==> src/dtpc_ram.sv <==
// Simple dual-port synchronous RAM, one write and one registered read per cycle.
module dtpc_ram #(
  parameter int DEPTH = 16,
  parameter int WIDTH = 8
) (
  input  logic                     clk,
  input  logic                     we,
  input  logic [$clog2(DEPTH)-1:0] waddr,
  input  logic [WIDTH-1:0]         wdata,
  input  logic [$clog2(DEPTH)-1:0] raddr,
  output logic [WIDTH-1:0]         rdata
);

  logic [WIDTH-1:0] mem [DEPTH];

  always_ff @(posedge clk) begin
    if (we) begin
      mem[waddr] <= wdata;
    end
    rdata <= mem[raddr];
  end

endmodule

==> config.mk <==
export PLATFORM = sky130hd
export DESIGN_NAME = dtpc_ram
export DESIGN_NICKNAME = d
export VERILOG_FILES = /design/src/dtpc_ram.sv
export SDC_FILE = /design/constraint.sdc
export NUM_CORES = 1
export LEC_CHECK = 0
export ABC_AREA = 0
export ABC_CLOCK_PERIOD_IN_PS = 3700
export BUFFER_PORTS_ARGS = -buffer_cell sky130_fd_sc_hd__buf_2
export CAP_MARGIN = 20
export CORE_MARGIN = 4
export CORE_UTILIZATION = 30
export CTS_CLUSTER_SIZE = 16
export DETAILED_ROUTE_END_ITERATION = 7
export PLACE_DENSITY = 0.55
export SYNTH_ARGS = -nofsm -noshare
export SYNTH_HDL_FRONTEND = slang
export SYNTH_SLANG_ARGS = --single-unit
export TNS_END_PERCENT = 1
==> constraint.sdc <==
create_clock -name clk -period 3.7 [get_ports clk]
set_input_delay 0.185 -clock clk [delete_from_list [all_inputs] [get_ports clk]]
set_output_delay 0.185 -clock clk [all_outputs]
set_load 0.01 [all_outputs]
# [Word level (Yosys, flattened, before mapping)]
# Memories as Yosys holds them, arrays and structs flattened. A register that Yosys moved wholly into a read port is not among the register bits.
# Index checks and enable logic that the tools add are counted.
[totals] regBits=0 mem_bits_rw=128 out_inout_bits=8 n_memories=1
[memory_table] memory="mem" words=16 word_bits=8 read_ports=1 rd_ports_with_merged_regs=1 write_ports=1 line="14" source="logic [WIDTH-1:0] mem [DEPTH];"
[classes] mux=2
[op_table] op="1-bit 2-to-1 mux" n=2

# [Longest topological paths before layout]
[depth] depth_word=2 ltp_mapped=5

# [Least setup slack after synthesis]
# Ideal clock, no wire load.
[synth_path] path_type="in2reg" from="in waddr[2]" to="mem mem[0][0] (enable)" setup_ns=0.383 arrival_time_ns=1.295 required_ns=3.317 path_slack_ns=2.022 cell_stages=2 n_path_buf=0 path_cell_list="or3b_2 > nor3_1"
[synth_rtl] element="start, declared" line="8" source="input logic [$clog2(DEPTH)-1:0] waddr,"
[synth_rtl] element="end, declared" line="14"
# Straight into the memory's write port.

==> impl_metrics.yaml <==
outcome:
  outcome: "finished clean"
critical_path:
  end_kind: "flop"
  slowest_delay_ns: 0.65
  crit_required_ns: 3.99
  cp_slowest_cell: "buf_2"
  reg2reg_slack_ns: 2.32
  cp-endpoint: "rdata[3]"
  worstReg2RegEnd: "rdata[3]"
  cp.arrival_ns: 2.00
  critPathKind: "input pin to flop"
  rr_worst_depth: 3
  worstPathCellList: "buf_2 -> buf_4 -> mux4_1 -> a22oi_1 -> nand2_1"
  r2r_start: "mem[11][3]"
  crit_start: "raddr[0]"
  critical_path.startpoint_type: "input pin"
  crit_fanout: 25
global_route:
  grt_pass1_vias: 2431
  grt_max_degree: 33
  grt-ovfl-total: 0
  grt_usage: 0.109
  grt_pass1_wl_microns: 15200
  antenna_found_initial: 0
job:
  maxCapViolCount: 0
floorplan:
  row_count: 47
  io_pins: 26
  start_util: 0.308
  core_sq_um: 16700
  dieHeight_microns: 139
  die_w_microns: 139
  die_area_sq_um: 19300
sta:
  slew_headroom: 0.305
  clock_skew_ns: 0.00719
  worstMarginPinSlew_ns: 1.04
  setup_ws_ns: 1.99
  fin_tns_setup_ns: 0
  slew_viol_final: 0
  min_period_ns: 1.71
  rsz0062_at_grt: "false"
  fmax_mhz: 585
  period_share: 0.462
  setup_viol_count_final: 0
  finalHoldViolCount: 0
clock_network:
  insertion_delay_ns: 0.41
  cts_tree: "done"
  postCtsSetupBuffers: 0
  numCtsBuffers: 17
  clk_path_buf_depth: 2
  cts_root_buf: "clkbuf_16"
  cts.clk_slew.worst_paths_ns: 0.05
  h-tree-depth: 4
  cts.sinks: 136
  cts_resized: 0
  postCtsHoldBufs: 0
layout:
  drive_gt1_frac: 0.260
  n_fill_cell: 1556
  regArea_sq_um: 4000
  n_antenna_cell: 0
  fin_nets: 286
  multi_input_area_sq_um: 1060
  syn_to_final_growth_pct: 17.3
worst_hold_path:
  hold_class: "input pin to flop"
placement:
  io_buffers: 25
  dp_hpwl_microns: 6220
  gp_congestion: 0.699
  place_ws_ns: 1.51
detailed_routing:
  drcViolationCount: 0
  routed_wl_microns: 9980
  post_drt_wl_per_cell_microns: 19.9
  dr.pass1.iters: 4
  ant_nets: 0
  viasPerCell: 4.68
  drt-initial-drc-count: 204
  vias: 2344
synth:
  synth_top_area_share: 0.747
  yosysSeqAreaShare: 0.778
  synth-edff-count: 128
  ys_async_sr_fraction: 0
  post-synth-top-count-cell: "edfxtp_1"
  synth_flop_cell: "edfxtp_1"
  netlist_instances: 229
  ys_types: 19
  syn_area_sq_um: 5150
  synth_seq_cells: 136
  ys_warn_count: 0
  synth.avg_cell_area_sq_um: 22.5
  ys_top_cells_by_area: "edfxtp_1 (75%), mux4_2 (7.9%), mux4_1 (7.1%)"
  synth_top_cell_by_area: "edfxtp_1"
  synth_common_cells: "edfxtp_1 (128), mux4_2 (18), a22oi_1 (16), mux4_1 (14), nor2_1 (13)"
  syn-num-nets: 247
power_and_ir_drop:
  p_leak_uw: 0.00199
  power.density_nw_per_um2: 566
  total_power_uw: 3420
  peakVddDrop_uv: 362
## cell families after synthesis
group / count (synthesis) / share of synthesized area
AOI/OAI and AO/OA: 16 / 0.0233
buffers and inverters: 10 / 0.0168
DFF: 136 / 0.778
muxes: 32 / 0.150
and+or+nand+nor: 35 / 0.0318
## layer usage
layer,GRT usage,vias up,part of all wire
met5,0,-,0
met4,0.0525,0,0.022
met3,0.0334,15,0.048
met2,0.164,55,0.47
met1,0.146,1223,0.46
li1,-,1051,-
## sequential cells by signal, summed over array words and instances (netlist names)
name	flops
mem	128
rdata	8
## cell usage in the layout (no fill, tap or decap)
| cell type | count |
|---|---|
| clkbuf_16 | 17 |
| and2_1 | 1 |
| a22oi_1 | 16 |
| bufinv_16 | 1 |
| mux4_1 | 14 |
| mux4_2 | 18 |
| buf_2 | 26 |
| and2b_1 | 1 |
| nand3b_1 | 2 |
| nor2_1 | 13 |
| nand3_1 | 1 |
| clkinv_2 | 3 |
| nand2b_1 | 2 |
| dfxtp_1 | 8 |
| clkbuf_8 | 3 |
| nor2b_1 | 1 |
| clkbuf_1 | 8 |
| nor3_1 | 4 |
| nand2_1 | 9 |
| edfxtp_1 | 128 |
| or3b_2 | 1 |
| buf_4 | 4 |
## power breakdown
part	switching (uW)	internal (uW)	total [uW]
combinational	90.9	62.6	154
sequential	9.26	1720	1730
clock	559	973	1530
## stage by stage
step	area, sq um	hold WS [ns]	cells	utilization
after CTS	6040	0.142	501	0.362
after floorplan	5150	0.284	229	-
after global routing	6040	0.152	501	0.362
after global placement	5490	0.576	468	0.329
after detailed placement	5500	0.586	469	0.329
final	6040	0.156	501	0.362
## how the worst min path moves through the flow
| stage | slack [ns] | startpoint | to | cells after the start |
|---|---|---|---|---|
| after detailed placement | 0.59 | wdata[4] | mem[15][4] | 1 |
| final | 0.16 | wdata[6] | mem[13][6] | 1 |
| after CTS | 0.14 | wdata[4] | mem[9][4] | 1 |
| after global placement | 0.58 | wdata[4] | mem[14][4] | 1 |
| after global routing | 0.15 | wdata[6] | mem[13][6] | 1 |
| after floorplan | 0.28 | wdata[0] | mem[0][0] | 0 |
## cell type report
class	count	share of cell area
clock inverters	4	0.00746
well taps	220	0.0456
flip-flops and latches	136	0.663
clock buffers	28	0.0823
repair buffers	30	0.0265
multi-input cells	83	0.175
## critical path: cells and delay by family
family                 cells  cell delay [ns]
muxes                      1             0.56
AOI/OAI and AO/OA          1             0.20
and+or+nand+nor            1             0.07
buffers and inverters      2             0.97
(Power assumes the default switching activity.)
